==> config.mk <==
export PLATFORM = sky130hd
export DESIGN_NAME = gee_div
export DESIGN_NICKNAME = d
export VERILOG_FILES = /design/src/rtl/core/grid_edge_endpoint_index_unit_defines.svh /design/src/rtl/core/gee_div.sv
export SDC_FILE = /design/constraint.sdc
export NUM_CORES = 1
export LEC_CHECK = 0
export ABC_AREA = 1
export BUFFER_PORTS_ARGS = -buffer_cell sky130_fd_sc_hd__buf_2
export CORE_AREA = 3 3 181 253
export CTS_CLUSTER_DIAMETER = 30
export DETAILED_ROUTE_END_ITERATION = 10
export DIE_AREA = 0 0 184 256
export PLACE_DENSITY = 0.77
export SLEW_MARGIN = 5
export SYNTH_ARGS = -nofsm -noshare
export SYNTH_HDL_FRONTEND = slang
export SYNTH_SLANG_ARGS = --single-unit
export TNS_END_PERCENT = 100
==> constraint.sdc <==
create_clock -name aclk -period 5.1 [get_ports aclk]
set_input_delay 0.255 -clock aclk [delete_from_list [all_inputs] [get_ports aclk]]
set_output_delay 0.255 -clock aclk [all_outputs]
set_load 0.02 [all_outputs]
==> src/rtl/core/grid_edge_endpoint_index_unit_defines.svh <==
// Assertion macros shared by the grid edge endpoint unit.
`ifndef GRID_EDGE_ENDPOINT_INDEX_UNIT_DEFINES_SVH
`define GRID_EDGE_ENDPOINT_INDEX_UNIT_DEFINES_SVH

// Implication checked in the same cycle.
`define GEE_ASSERT_NOW(label, clk, rstn, ante, cons, msg) \
    label: assert property (@(posedge clk) disable iff (!rstn) (ante) |-> (cons)) \
        else $error(msg);

// Implication checked in the next cycle.
`define GEE_ASSERT_NEXT(label, clk, rstn, ante, cons, msg) \
    label: assert property (@(posedge clk) disable iff (!rstn) (ante) |=> (cons)) \
        else $error(msg);

`endif

==> src/rtl/core/gee_div.sv <==
`timescale 1ns / 1ps
`default_nettype none

module gee_div #(
    parameter int NUM_W  = 33,
    parameter int DEN_W  = 4,
    parameter int SIDE_W = 1,
    parameter int STEPS  = 2
) (
    input  wire logic              aclk,
    input  wire logic              aresetn,
    input  wire logic              in_valid,
    output logic                   in_ready,
    input  wire logic [NUM_W-1:0]  in_num,
    input  wire logic [SIDE_W-1:0] in_side,
    input  wire logic [DEN_W-1:0]  den,
    output logic                   out_valid,
    input  wire logic              out_ready,
    output logic [NUM_W-1:0]       out_quo,
    output logic [DEN_W-1:0]       out_rem,
    output logic [SIDE_W-1:0]      out_side
);

    localparam int STAGES = (NUM_W + STEPS - 1) / STEPS;

    logic              vld_reg  [STAGES];
    logic [DEN_W-1:0]  rem_reg  [STAGES];
    logic [NUM_W-1:0]  word_reg [STAGES];
    logic [SIDE_W-1:0] side_reg [STAGES];
    logic [STAGES:0]   adv;

    assign adv[STAGES] = out_ready;

    for (genvar s = 0; s < STAGES; s++) begin : g_stage
        logic              vld_in;
        logic [DEN_W-1:0]  rem_in;
        logic [NUM_W-1:0]  word_in;
        logic [SIDE_W-1:0] side_in;
        logic [DEN_W-1:0]  rem_next;
        logic [NUM_W-1:0]  word_next;

        if (s == 0) begin : g_first
            assign vld_in  = in_valid;
            assign rem_in  = '0;
            assign word_in = in_num;
            assign side_in = in_side;
        end else begin : g_rest
            assign vld_in  = vld_reg[s-1];
            assign rem_in  = rem_reg[s-1];
            assign word_in = word_reg[s-1];
            assign side_in = side_reg[s-1];
        end

        assign adv[s] = !vld_reg[s] || adv[s+1];

        always_comb begin
            logic [DEN_W:0] trial;
            logic           qbit;
            rem_next  = rem_in;
            word_next = word_in;
            trial     = '0;
            qbit      = 1'b0;
            for (int i = 0; i < STEPS; i++) begin
                if (s * STEPS + i < NUM_W) begin
                    trial = {rem_next, word_next[NUM_W-1]};
                    if (trial >= {1'b0, den}) begin
                        trial = trial - {1'b0, den};
                        qbit  = 1'b1;
                    end else begin
                        qbit  = 1'b0;
                    end
                    rem_next  = trial[DEN_W-1:0];
                    word_next = {word_next[NUM_W-2:0], qbit};
                end
            end
        end

        always_ff @(posedge aclk) begin
            if (!aresetn) begin
                vld_reg[s] <= 1'b0;
            end else if (adv[s]) begin
                vld_reg[s] <= vld_in;
            end
        end

        always_ff @(posedge aclk) begin
            if (adv[s] && vld_in) begin
                rem_reg[s]  <= rem_next;
                word_reg[s] <= word_next;
                side_reg[s] <= side_in;
            end
        end
    end

    assign in_ready  = adv[0];
    assign out_valid = vld_reg[STAGES-1];
    assign out_quo   = word_reg[STAGES-1];
    assign out_rem   = rem_reg[STAGES-1];
    assign out_side  = side_reg[STAGES-1];

endmodule

`default_nettype wire

### Yosys cells after proc, flatten, opt, wreduce, memory -nomap -nowiden

Memories as Yosys holds them, arrays and structs flattened.
Cells that the tools add are included.

| cells by class | value |
|---|---|
| add/subtract/negate cells | 33 |
| magnitude comparators | 33 |
| muxes and demuxes | 169 |
| bitwise gates (word level) | 17 |
| reduce and logical (&&, ||, !) cells | 51 |

Operator list:

| kind | count |
|---|---|
| 5-bit by 4-bit greater-or-equal comparator with 1-bit output | 32 |
| 1-bit 2-to-1 mux | 136 |
| 4-bit 2-to-1 mux | 33 |
| 4-bit subtractor | 32 |
| 1-bit logical AND | 17 |
| 1-bit logical NOT | 17 |
| 1-bit logical OR | 17 |
| 1-bit bitwise OR | 17 |
| 1-bit by 4-bit greater-or-equal comparator with 1-bit output | 1 |
| 1-bit by 4-bit subtractor with 4-bit output | 1 |

| storage, ports and cells | value |
|---|---|
| bits in registers | 0 |
| bits in writable memories | 663 |
| output and inout port bits | 40 |
| memories | 4 |

Memories:

| memory | depth | width | rd ports | clocked after memory_dff | wr ports | line | RTL |
|---|---|---|---|---|---|---|---|
| word_reg | 17 | 33 | 17 | 0 | 17 | gee_div.sv:28 | `logic [NUM_W-1:0] word_reg [STAGES];` |
| rem_reg | 17 | 4 | 17 | 0 | 17 | gee_div.sv:27 | `logic [DEN_W-1:0] rem_reg [STAGES];` |
| side_reg | 17 | 1 | 17 | 0 | 17 | gee_div.sv:29 | `logic [SIDE_W-1:0] side_reg [STAGES];` |
| vld_reg | 17 | 1 | 17 | 0 | 17 | gee_div.sv:26 | `logic vld_reg [STAGES];` |

### Longest topological paths before layout

Gate-level depths: netlist (run 1).
An unclocked memory read counts as a cell.

| logic depth | value |
|---|---|
| word-level depth | 23 |
| gate-level depth with buffers | 20 |
| mapped depth without buffers | 20 |

### Worst setup path after synthesis (run 1)

No wires, ideal clock.

| timing path | value |
|---|---|
| path kind | input-to-reg |
| start point | input den[1] |
| end point | memory rem_reg[3][2], in the netlist rem_reg[0][14], data pin |
| library setup time | 0.261 ns |
| arrival | 3.889 ns |
| data required time | 4.839 ns |
| path slack | 0.950 ns |
| stages on the path | 15 |
| cells stage by stage | inv_1 ha_1 nand2_1 nor2_1 a211oi_1 nand2_1 o21ai_0 ha_1 a21o_1 a21oi_1 nand2_1 a21oi_1 nand3_2 inv_1 o21ai_0 |

RTL lines:

| element | line | RTL |
|---|---|---|
| from (decl) | gee_div.sv:16 | `input wire logic [DEN_W-1:0] den,` |
| to (decl) | gee_div.sv:27 |  |

==> impl_metrics.env, run 1 <==
export IMPL_hold_viol=0
export IMPL_vias_per_cell=5.34
export IMPL_final_cells=2515
export IMPL_drv_cap=0
export IMPL_htreeDepth=3
export IMPL_antenna_found_initial=0
export IMPL_placed_cells=2311
export IMPL_grt_pass1_wl_um=69800
export IMPL_power_switching_mw=3.08
export IMPL_synthCells=1655
export IMPL_path_cells="ha_1 -> a21oi_1 -> inv_1 -> o21ai_1 -> nand2_1 -> o21ai_0 -> ha_1 -> a21o_1 -> a21oi_1 -> nand2_1 -> a21oi_1 -> nand3_1 -> inv_1 -> o21ai_0"
export IMPL_path_class="reg -> reg"
export IMPL_powerDensity_nw_per_um2=438
export IMPL_drc=0
export IMPL_setup_slack_ns=1.39
export IMPL_clkPwrFrac=0.478
export IMPL_clk_latency_ns=0.63
export IMPL_syn_to_final_growth_pct=18.7
export IMPL_worstPathArrival_ns=4.06
export IMPL_drt_iter0_drc=629
export IMPL_vdd_ir_drop_max_v=0.000355
export IMPL_crit_slowest_cell="o21ai_0"
export IMPL_fin_nets=2086
export IMPL_max_slew_margin=0.248
export IMPL_drt_pass1_iter_count=5
export IMPL_fp_coreArea_um2=43900
export IMPL_leakage_nw=11.7
export IMPL_ys_types=31
export IMPL_grt_use_total=0.190
export IMPL_clock_sinks=663
export IMPL_cp_num_buf_inv=2
export IMPL_grt_max_degree=39
export IMPL_seqPwrFrac=0.452
export IMPL_ios=82
export IMPL_cts_root_buf="clkbuf_16"
export IMPL_fmax_mhz=269
export IMPL_whs_ns=0.0414
export IMPL_grt_pass1_vias=14300
export IMPL_dp_hpwl_um=26700
export IMPL_p_int_mw=10.5
export IMPL_fin_crit_sh=0.728
export IMPL_fin_crit_ns=3.71
export IMPL_worst_pin_slew_ns=1.13
export IMPL_numCtsBuffers=93
export IMPL_cts_tree="yes"
export IMPL_setup_viol=0
export IMPL_end_kind="flop"
export IMPL_place_ws_ns=1.07
export IMPL_r2r_setup_slack_ns=1.39
export IMPL_max_stage_delay_ns=0.53
export IMPL_mappedNetlistNets=1859
export IMPL_drive_gt1_frac=0.151
export IMPL_place_gp_congestion=0.852
export IMPL_initial_core_util=0.594
export IMPL_grt_overflow=0
export IMPL_final_antenna_net_count=0
export IMPL_setup_tns_final_ns=0
export IMPL_largest_reg_flops=561
export IMPL_power_frac_comb=0.069
export IMPL_clk_pin_slew_ns=0.05
export IMPL_fp_dieArea_um2=47100
export IMPL_sw_frac_of_total=0.227
export IMPL_synth_area_per_cell_um2=15.8
export IMPL_cts_buffer_depth=3
export IMPL_synth_warnings=0
export IMPL_wl_per_cell_um=17.2
export IMPL_ys_ff_latch=663
export IMPL_path_delay_family="compound AO/OA/AOI/OAI gates"
export IMPL_hold_class="in -> reg"
export IMPL_cpMostUsedCell="a21oi_1"
export IMPL_portBuffers=81
export IMPL_die_h_um=256
export IMPL_crit_required_ns=5.45
export IMPL_finalMaxSlewViolations=0
export IMPL_rsz0062_at_grt="no"
export IMPL_crit_fanout=7
export IMPL_status="complete, no violations"
export IMPL_start_kind="flop"
export IMPL_syn_cell_area_um2=26100
export IMPL_seq_area_frac_synth=0.762
export IMPL_antennaDiodeCount=0
export IMPL_wl_um=43200
export IMPL_placementRows=91
export IMPL_fin_worst_skew_ns=0.0447
export IMPL_vias=13400
export IMPL_die_x_um=184
-- area by class of cell --
| cell class | count | area (um2) |
|---|---|---|
| clock buffers | 103 | 2410 |
| clock inverters | 67 | 817 |
| fillers | 2671 | 13000 |
| inverters | 198 | 743 |
| multi-input cells | 791 | 5510 |
| flip-flops and latches | 663 | 19900 |
| well taps | 558 | 698 |
| repair buffers | 135 | 908 |
-- per-layer routing --
layer,share of wire,global-route usage,up-vias
met1,0.35,0.191,6451
met4,0.066,0.134,0
met3,0.045,0.0345,157
met2,0.54,0.348,398
met5,0,0,-
li1,-,-,6436
-- cells in the final DEF (no fill, tap or decap), types with 18 or more instances in the layout --
| cell | n |
|---|---|
| a21oi_1 | 43 |
| buf_2 | 81 |
| buf_4 | 19 |
| clkbuf_16 | 95 |
| dlygate4sd3_1 | 34 |
| edfxtp_1 | 662 |
| fa_1 | 32 |
| ha_1 | 130 |
| inv_1 | 195 |
| nand2_1 | 229 |
| nand3_1 | 45 |
| nor2_1 | 53 |
| nor3_1 | 21 |
| o21ai_0 | 108 |
| xnor2_1 | 30 |
| xor2_1 | 18 |
-- Yosys cell counts --
library cell	number	area, um2
edfxtp_1	662	19900
nand2_1	229	860
inv_1	196	736
ha_1	130	1630
o21ai_0	108	541
nor2_1	61	229
nand3_1	45	225
a21oi_1	43	215
fa_1	32	641
xnor2_1	30	263
nor3_1	21	105
xor2_1	18	158
a211oi_1	12	90.1
a21o_1	12	90.1
nor2_2	9	56.3
nand3_2	8	80.1
nand3b_1	8	60.1
nor4_1	7	43.8
o21ai_1	5	25.0
nor2_4	4	45.0
clkbuf_1	3	11.3
nand4_1	2	12.5
nand4_4	2	42.5
a211o_1	1	8.76
clkinv_1	1	3.75
dfxtp_1	1	20.0
inv_2	1	3.75
nand2_2	1	6.26
nand3_4	1	17.5
o21bai_1	1	7.51
or2_2	1	6.26
-- worst min-delay path: cells and delay by family --
kind	cells	cell delay, ns
buffers and inverters	1	0.08
and+or+nand+nor	2	0.19
-- worst paths after layout --
kind / start / cells after the start / to
worst max-delay path: rem_reg[0][5] / 14 / rem_reg[0][8]
worst min-delay path: in_valid / 3 / vld_reg[0]
worst max register to register: rem_reg[0][5] / 14 / rem_reg[0][8]
worst min register to register: word_reg[0][29] / 0 / word_reg[0][64]
-- what timing repair did --
item	4_1_cts	5_1_grt
hold buffers	34	0
gates resized for setup	0	0
endpoints found under the hold margin	34	0
buffers inserted	0	0
-- metrics by stage --
step / total power, mW / utilization / cell area (um2)
global route: 14.1 / 0.705 / 31000
floorplan: 6.90 / - / 26100
global placement: 7.07 / 0.624 / 27400
finish: 13.6 / 0.705 / 31000
CTS: 13.7 / 0.705 / 31000
detailed placement: 7.13 / 0.624 / 27400
-- power by group through the flow --
stage	sequential, mW	clock (mW)	combinational (mW)
after floorplan	6.23	0	0.668
after global placement	6.24	0	0.827
after detailed placement	6.25	0	0.879
after CTS	6.14	6.61	0.929
after global routing	6.15	6.85	1.07
final	6.14	6.50	0.944
-- cell families (layout without fill, tap and decap cells) --
family | Yosys count | in the layout | synth area share
flip-flops | 663 | 663 | 0.762
AND/OR/NAND/NOR | 399 | 399 | 0.0685
buffers and inverters | 201 | 503 | 0.0289
AO/OA/AOI/OAI | 182 | 182 | 0.0374
adder cells (fa/ha/maj) | 162 | 162 | 0.0868
XOR/XNOR | 48 | 48 | 0.0161
Note: power is estimated with default switching activity, not from simulation.
==> run 2, diff against run 1 <==
--- a/config.mk
+++ b/config.mk
@@ -7,11 +7,11 @@
 export LEC_CHECK = 0
 export ABC_AREA = 1
 export BUFFER_PORTS_ARGS = -buffer_cell sky130_fd_sc_hd__buf_2
-export CORE_AREA = 3 3 181 253
+export CORE_AREA = 3 3 187 262
 export CTS_CLUSTER_DIAMETER = 30
 export DETAILED_ROUTE_END_ITERATION = 10
-export DIE_AREA = 0 0 184 256
-export PLACE_DENSITY = 0.77
+export DIE_AREA = 0 0 190 265
+export PLACE_DENSITY = 0.75
 export SLEW_MARGIN = 5
 export SYNTH_ARGS = -nofsm -noshare
 export SYNTH_HDL_FRONTEND = slang
==> constraint.sdc (replaced) <==
create_clock -name aclk -period 3.1 [get_ports aclk]
set_input_delay 0.155 -clock aclk [delete_from_list [all_inputs] [get_ports aclk]]
set_output_delay 0.155 -clock aclk [all_outputs]
set_load 0.02 [all_outputs]
==> run 2 against run 1 <==
  * The run now ends with negative setup slack left
  * Cell area increased by 7.8%
  * Register-to-register slack worse by 1.5 ns
  * Sequential share of layout area fell by 4.6 points
  * Worst setup slack worse by 1.5 ns
  * Maximum frequency up 17%
  * Sequential power increased by 64%
  * Non-clock buffer count up 199
  * Total power increased by 67%
  * Sequential cell count did not move
  * Largest power group unchanged
==> impl_metrics.env, run 2 (synthesis results as in run 1) <==
export IMPL_drc=0
export IMPL_cts_tree="yes"
export IMPL_setup_viol=14
export IMPL_hold_path_startpoint="den[3]"
export IMPL_ios=82
export IMPL_min_to="word_reg[0][1]"
export IMPL_crit_required_ns=3.48
export IMPL_end_kind="flop"
export IMPL_fin_worst_skew_ns=0.0397
export IMPL_p_int_mw=17.4
export IMPL_grt_max_degree=39
export IMPL_vias=14600
export IMPL_drive_gt1_frac=0.307
export IMPL_fin_area_um2=33400
export IMPL_portBuffers=81
export IMPL_place_gp_congestion=0.877
export IMPL_seqPwrFrac=0.445
export IMPL_fin_nets=2279
export IMPL_layout_common_cells="662 x edfxtp_1, 210 x nand2_1, 205 x buf_4"
export IMPL_grt_pass1_vias=15500
export IMPL_crit_fanout=5
export IMPL_drv_cap=0
export IMPL_cts_root_buf="clkbuf_16"
export IMPL_hold_viol=0
export IMPL_fp_coreArea_um2=46900
export IMPL_r2r_end="rem_reg[0][36]"
export IMPL_max_stage_delay_ns=0.39
export IMPL_htreeDepth=3
export IMPL_syn_to_final_growth_pct=27.9
export IMPL_fin_crit_sh=1.02
export IMPL_wl_per_cell_um=19.2
export IMPL_antennaDiodeCount=0
export IMPL_cp_num_buf_inv=5
export IMPL_vias_per_cell=5.28
export IMPL_die_h_um=265
export IMPL_placementRows=94
export IMPL_drt_iter0_drc=775
export IMPL_grt_use_total=0.201
export IMPL_numCtsBuffers=87
export IMPL_r2r_start="rem_reg[0][33]"
export IMPL_worst_r2r_path_depth=14
export IMPL_final_common_cell="edfxtp_1"
export IMPL_clk_latency_ns=0.64
export IMPL_drt_pass1_iter_count=8
export IMPL_worstPathArrival_ns=3.55
export IMPL_fmax_mhz=315
export IMPL_clkPwrFrac=0.448
export IMPL_fin_util=0.712
export IMPL_max_slew_margin=0.263
export IMPL_post_dp_cell_area_um2=28800
export IMPL_grt_overflow=0
export IMPL_final_antenna_net_count=0
export IMPL_largest_reg_flops=561
export IMPL_dp_hpwl_um=29400
export IMPL_hold_class="in -> reg"
export IMPL_clock_sinks=663
export IMPL_path_cells="ha_1 -> a21oi_1 -> inv_1 -> o21ai_1 -> nand2_1 -> buf_4 -> buf_4 -> o21ai_0 -> inv_1 -> ha_1 -> a21oi_2 -> nand3_2 -> inv_2 -> o21ai_0"
export IMPL_fp_dieArea_um2=50400
export IMPL_status="finished, violations left"
export IMPL_grt_pass1_wl_um=77800
export IMPL_rsz0062_at_grt="yes"
export IMPL_total_power_mw=22.7
export IMPL_sw_frac_of_total=0.234
export IMPL_power_switching_mw=5.32
export IMPL_powerDensity_nw_per_um2=679
export IMPL_setup_slack_ns=-0.0756
export IMPL_nFillCells=2763
export IMPL_leakage_nw=12.7
export IMPL_vdd_ir_drop_max_v=0.000571
export IMPL_antenna_found_initial=1
export IMPL_failed_checks="negative setup slack"
export IMPL_crit_slowest_cell="edfxtp_1"
export IMPL_clk_pin_slew_ns=0.06
export IMPL_worstHoldPathCells=5
export IMPL_worst_pin_slew_ns=1.10
export IMPL_initial_core_util=0.556
export IMPL_die_x_um=190
export IMPL_path_class="reg -> reg"
export IMPL_power_frac_comb=0.107
export IMPL_path_delay_family="compound AO/OA/AOI/OAI gates"
export IMPL_start_kind="flop"
export IMPL_finalMaxSlewViolations=0
export IMPL_fin_crit_ns=3.18
export IMPL_r2r_setup_slack_ns=-0.08
export IMPL_cts_buffer_depth=3
export IMPL_wl_um=53100
-- run 2: cell types whose count changed in the layout (fill, tap and decap cells not counted), sizes merged --
cell         previous run  this run
clkbuf                103        97
clkinvlp               14         8
buf                   101       298
dlygate4sd3            34        36
bufinv                 11        10
inv                   217       213
clkinv                 23        29
-- run 2: power by group through the flow --
stage	registers (mW)	clock network (mW)	logic, mW
global route	10.1	10.7	2.67
global placement	10.3	0	1.81
detailed placement	10.3	0	1.91
finish	10.1	10.2	2.43
CTS	10.1	10.3	2.04
floorplan	10.3	0	1.12
-- run 2: per-layer routing --
layer / vias up / global-route usage / routed length, um / share of wire
met2: 536 / 0.384 / 29300 / 0.55
met4: 0 / 0.137 / 4070 / 0.077
met5: - / 0 / 0 / 0
li1: 6818 / - / - / -
met3: 249 / 0.0381 / 2680 / 0.050
met1: 7014 / 0.190 / 17000 / 0.32
-- run 2: tightest hold or removal path, delay by kind of cell --
kind                   cells  cell delay [ns]
buffers and inverters      3             0.31
AOI/OAI and AO/OA          1             0.06
and+or+nand+nor            1             0.04
-- run 2: worst max path at each step --
stage,from,endpoint,slack [ns],cells past startpoint
after floorplan,den[1],rem_reg[0][18],-0.63,17
after global placement,den[2],rem_reg[0][28],-0.28,20
after detailed placement,den[2],rem_reg[0][28],-0.41,17
after CTS,word_reg[0][494],rem_reg[0][62],0.001,16
after global routing,rem_reg[0][25],rem_reg[0][30],-0.20,14
final,rem_reg[0][33],rem_reg[0][36],-0.08,14
-- run 2: layout make-up --
| type | count | area [um2] | area share |
|---|---|---|---|
| sequential | 663 | 19900 | 0.596 |
| multi-input combinational | 791 | 6480 | 0.194 |
| timing repair buffer | 334 | 2490 | 0.0746 |
| clock buffer | 97 | 2260 | 0.0676 |
| tap | 624 | 781 | 0.0234 |
| inverter | 198 | 754 | 0.0226 |
| clock inverter | 62 | 732 | 0.0219 |
-- run 2: what timing repair did --
item                       in CTS  in global routing
gates resized for setup        67                197
setup endpoints to repair      42                 71
hold endpoints to repair       47                  0
buffers inserted                9                 33
hold buffers                   36                  0
pin swaps                      14                 87
-- run 2: through the flow --
step	setup WS (ns)	TNS, ns	std cells	hold WS [ns]
2_1_floorplan	-0.630	-40.35	1655	0.254
3_3_place_gp	-0.281	-3.36	2533	0.331
4_1_cts	0.00150	0	2737	0.0896
3_5_place_dp	-0.414	-11.25	2533	0.333
6_report	-0.0756	-0.543	2769	0.123
5_1_grt	-0.201	-4.15	2769	0.119
==> run 3, diff against run 2 <==
--- a/config.mk
+++ b/config.mk
@@ -7,11 +7,11 @@
 export LEC_CHECK = 0
 export ABC_AREA = 1
 export BUFFER_PORTS_ARGS = -buffer_cell sky130_fd_sc_hd__buf_2
-export CORE_AREA = 3 3 187 262
+export CORE_AREA = 3 3 202 282
 export CTS_CLUSTER_DIAMETER = 30
 export DETAILED_ROUTE_END_ITERATION = 10
-export DIE_AREA = 0 0 190 265
-export PLACE_DENSITY = 0.75
+export DIE_AREA = 0 0 205 285
+export PLACE_DENSITY = 0.66
 export SLEW_MARGIN = 5
 export SYNTH_ARGS = -nofsm -noshare
 export SYNTH_HDL_FRONTEND = slang
==> run 3 against run 2 <==
  * The run still ends with negative setup slack left
  * Clock skew decreased by 0.012 ns
  * Maximum frequency increased by 0.96%
  * Cell count increased by 4.0%
  * Sequential cell count unchanged
  * Die area increased by 16%
  * Utilization decreased by 9.7 points
  * Via count decreased by 4.6%
  * Global-route usage decreased by 4.7 points
==> impl_metrics.env, run 3 (synthesis results as in run 1) <==
export IMPL_syn_to_final_growth_pct=28.6
export IMPL_placementRows=101
export IMPL_initial_core_util=0.478
export IMPL_r2r_setup_slack_ns=-0.05
export IMPL_fin_crit_sh=1.01
export IMPL_grt_overflow=0
export IMPL_hold_class="in -> reg"
export IMPL_grt_max_degree=39
export IMPL_final_antenna_net_count=0
export IMPL_antenna_found_initial=0
export IMPL_ios=82
export IMPL_cts_tree="yes"
export IMPL_fin_worst_skew_ns=0.0281
export IMPL_leakage_nw=12.9
export IMPL_grt_pass1_vias=14800
export IMPL_powerDensity_nw_per_um2=700
export IMPL_die_h_um=285
export IMPL_worst_r2r_path_depth=17
export IMPL_worstPathArrival_ns=3.52
export IMPL_fp_coreArea_um2=54600
export IMPL_cts_root_buf="clkbuf_16"
export IMPL_worst_pin_slew_ns=1.08
export IMPL_drt_iter0_drc=467
export IMPL_hold_viol=0
export IMPL_htreeDepth=3
export IMPL_cts_buffer_depth=3
export IMPL_drt_pass1_iter_count=5
export IMPL_place_gp_congestion=0.842
export IMPL_die_x_um=205
export IMPL_drc=0
export IMPL_dp_hpwl_um=29900
export IMPL_grt_use_total=0.154
export IMPL_wl_per_cell_um=15.8
export IMPL_failed_checks="negative setup slack"
export IMPL_crit_required_ns=3.47
export IMPL_fmax_mhz=318
export IMPL_r2r_start="word_reg[0][461]"
export IMPL_status="finished, violations left"
export IMPL_antennaDiodeCount=0
export IMPL_worstSetupStartpoint="word_reg[0][461]"
export IMPL_largest_reg_flops=561
export IMPL_start_kind="flop"
export IMPL_wl_um=45400
export IMPL_setup_worst_path_end="rem_reg[0][58]"
export IMPL_vias_per_cell=4.84
export IMPL_fin_util=0.615
export IMPL_drive_gt1_frac=0.287
export IMPL_vias=13900
export IMPL_total_power_mw=23.5
export IMPL_path_class="reg -> reg"
export IMPL_clk_latency_ns=0.64
export IMPL_max_slew_margin=0.276
export IMPL_r2r_end="rem_reg[0][58]"
export IMPL_fp_dieArea_um2=58400
export IMPL_nFillCells=3962
export IMPL_drv_cap=0
export IMPL_setup_viol=3
export IMPL_crit_fanout=5
export IMPL_layout_common_cells="662 x edfxtp_1, 221 x nand2_1, 203 x buf_4"
export IMPL_setup_slack_ns=-0.0455
export IMPL_vdd_ir_drop_max_v=0.000675
export IMPL_end_kind="flop"
export IMPL_fin_crit_ns=3.15
export IMPL_clock_sinks=663
export IMPL_grt_pass1_wl_um=70900
export IMPL_portBuffers=81
export IMPL_rsz0062_at_grt="yes"
export IMPL_final_common_cell="edfxtp_1"
export IMPL_finalMaxSlewViolations=0
export IMPL_clk_pin_slew_ns=0.06
export IMPL_numCtsBuffers=97
export IMPL_fin_nets=2281
-- run 3: cell count changes in the layout (fill, tap and decap cells not counted), moves of 7 or more --
| cell | before | now |
|---|---|---|
| o21ai_0 | 43 | 57 |
| nand2_1 | 210 | 221 |
| inv_1 | 171 | 178 |
| nand2_2 | 19 | 9 |
| clkbuf_16 | 89 | 99 |
-- run 3: metal layers --
layer  share of wire  global-route usage  vias up
met2            0.57               0.305      289
li1                -                   -     6836
met5               0                   0        -
met4           0.042              0.0793        0
met3           0.041              0.0315      117
met1            0.34               0.145     6698
-- run 3: critical path, stage by stage (launching register included) --
cell      delay (ns)
edfxtp_1        0.52
inv_2           0.11
ha_4            0.15
nor2_4          0.04
a211oi_2        0.23
nor2_1          0.11
nor2_2          0.24
nand2_1         0.10
o21ai_1         0.13
ha_1            0.28
nand2_1         0.09
nor2_1          0.05
a211oi_2        0.22
nand2_1         0.10
a21oi_2         0.17
nand3_2         0.14
inv_2           0.13
o21ai_2         0.07
-- run 3: worst min-delay path by stage --
stage	from	end	slack, ns	cells after the start
after floorplan	in_side	side_reg[0][0]	0.25	0
after global placement	in_num[22]	word_reg[0][24]	0.33	1
after CTS	den[2]	word_reg[0][1]	0.06	5
final	den[2]	word_reg[0][1]	0.14	5
after detailed placement	in_num[17]	word_reg[0][19]	0.33	1
after global routing	den[2]	word_reg[0][1]	0.12	5
-- run 3: stage by stage --
| step | hold slack, ns | cell area (um2) | TNS, ns | instances | setup WS (ns) |
|---|---|---|---|---|---|
| 2_1_floorplan | 0.254 | 26200 | -40.35 | 1655 | -0.630 |
| 3_3_place_gp | 0.331 | 29000 | -9.01 | 2640 | -0.381 |
| 3_5_place_dp | 0.333 | 29000 | -17.69 | 2640 | -0.405 |
| 4_1_cts | 0.0622 | 32800 | 0 | 2858 | 0.00972 |
| 5_1_grt | 0.120 | 33600 | -2.17 | 2880 | -0.247 |
| 6_report | 0.138 | 33600 | -0.0889 | 2880 | -0.0455 |
-- run 3: timing repair --
item / in CTS / in global routing
buffers inserted: 1 / 22
hold buffers: 36 / 0
endpoints found under the hold margin: 41 / 0
endpoints found under the setup margin: 48 / 72
gates resized for setup: 39 / 141
pin swaps: 1 / 53
-- run 3: cell type report --
type	count	area, um2	share of cell area
clock buffer	107	2510	0.0747
clock inverter	74	930	0.0277
inverter	198	747	0.0222
multi-input combinational	791	6190	0.184
sequential	663	19900	0.593
tap	721	902	0.0269
timing repair buffer	326	2400	0.0715
-- run 3: power breakdown --
| part | switching (mW) | internal, mW |
|---|---|---|
| logic | 1.17 | 1.05 |
| registers | 0.0526 | 10.0 |
| clock network | 4.12 | 7.07 |
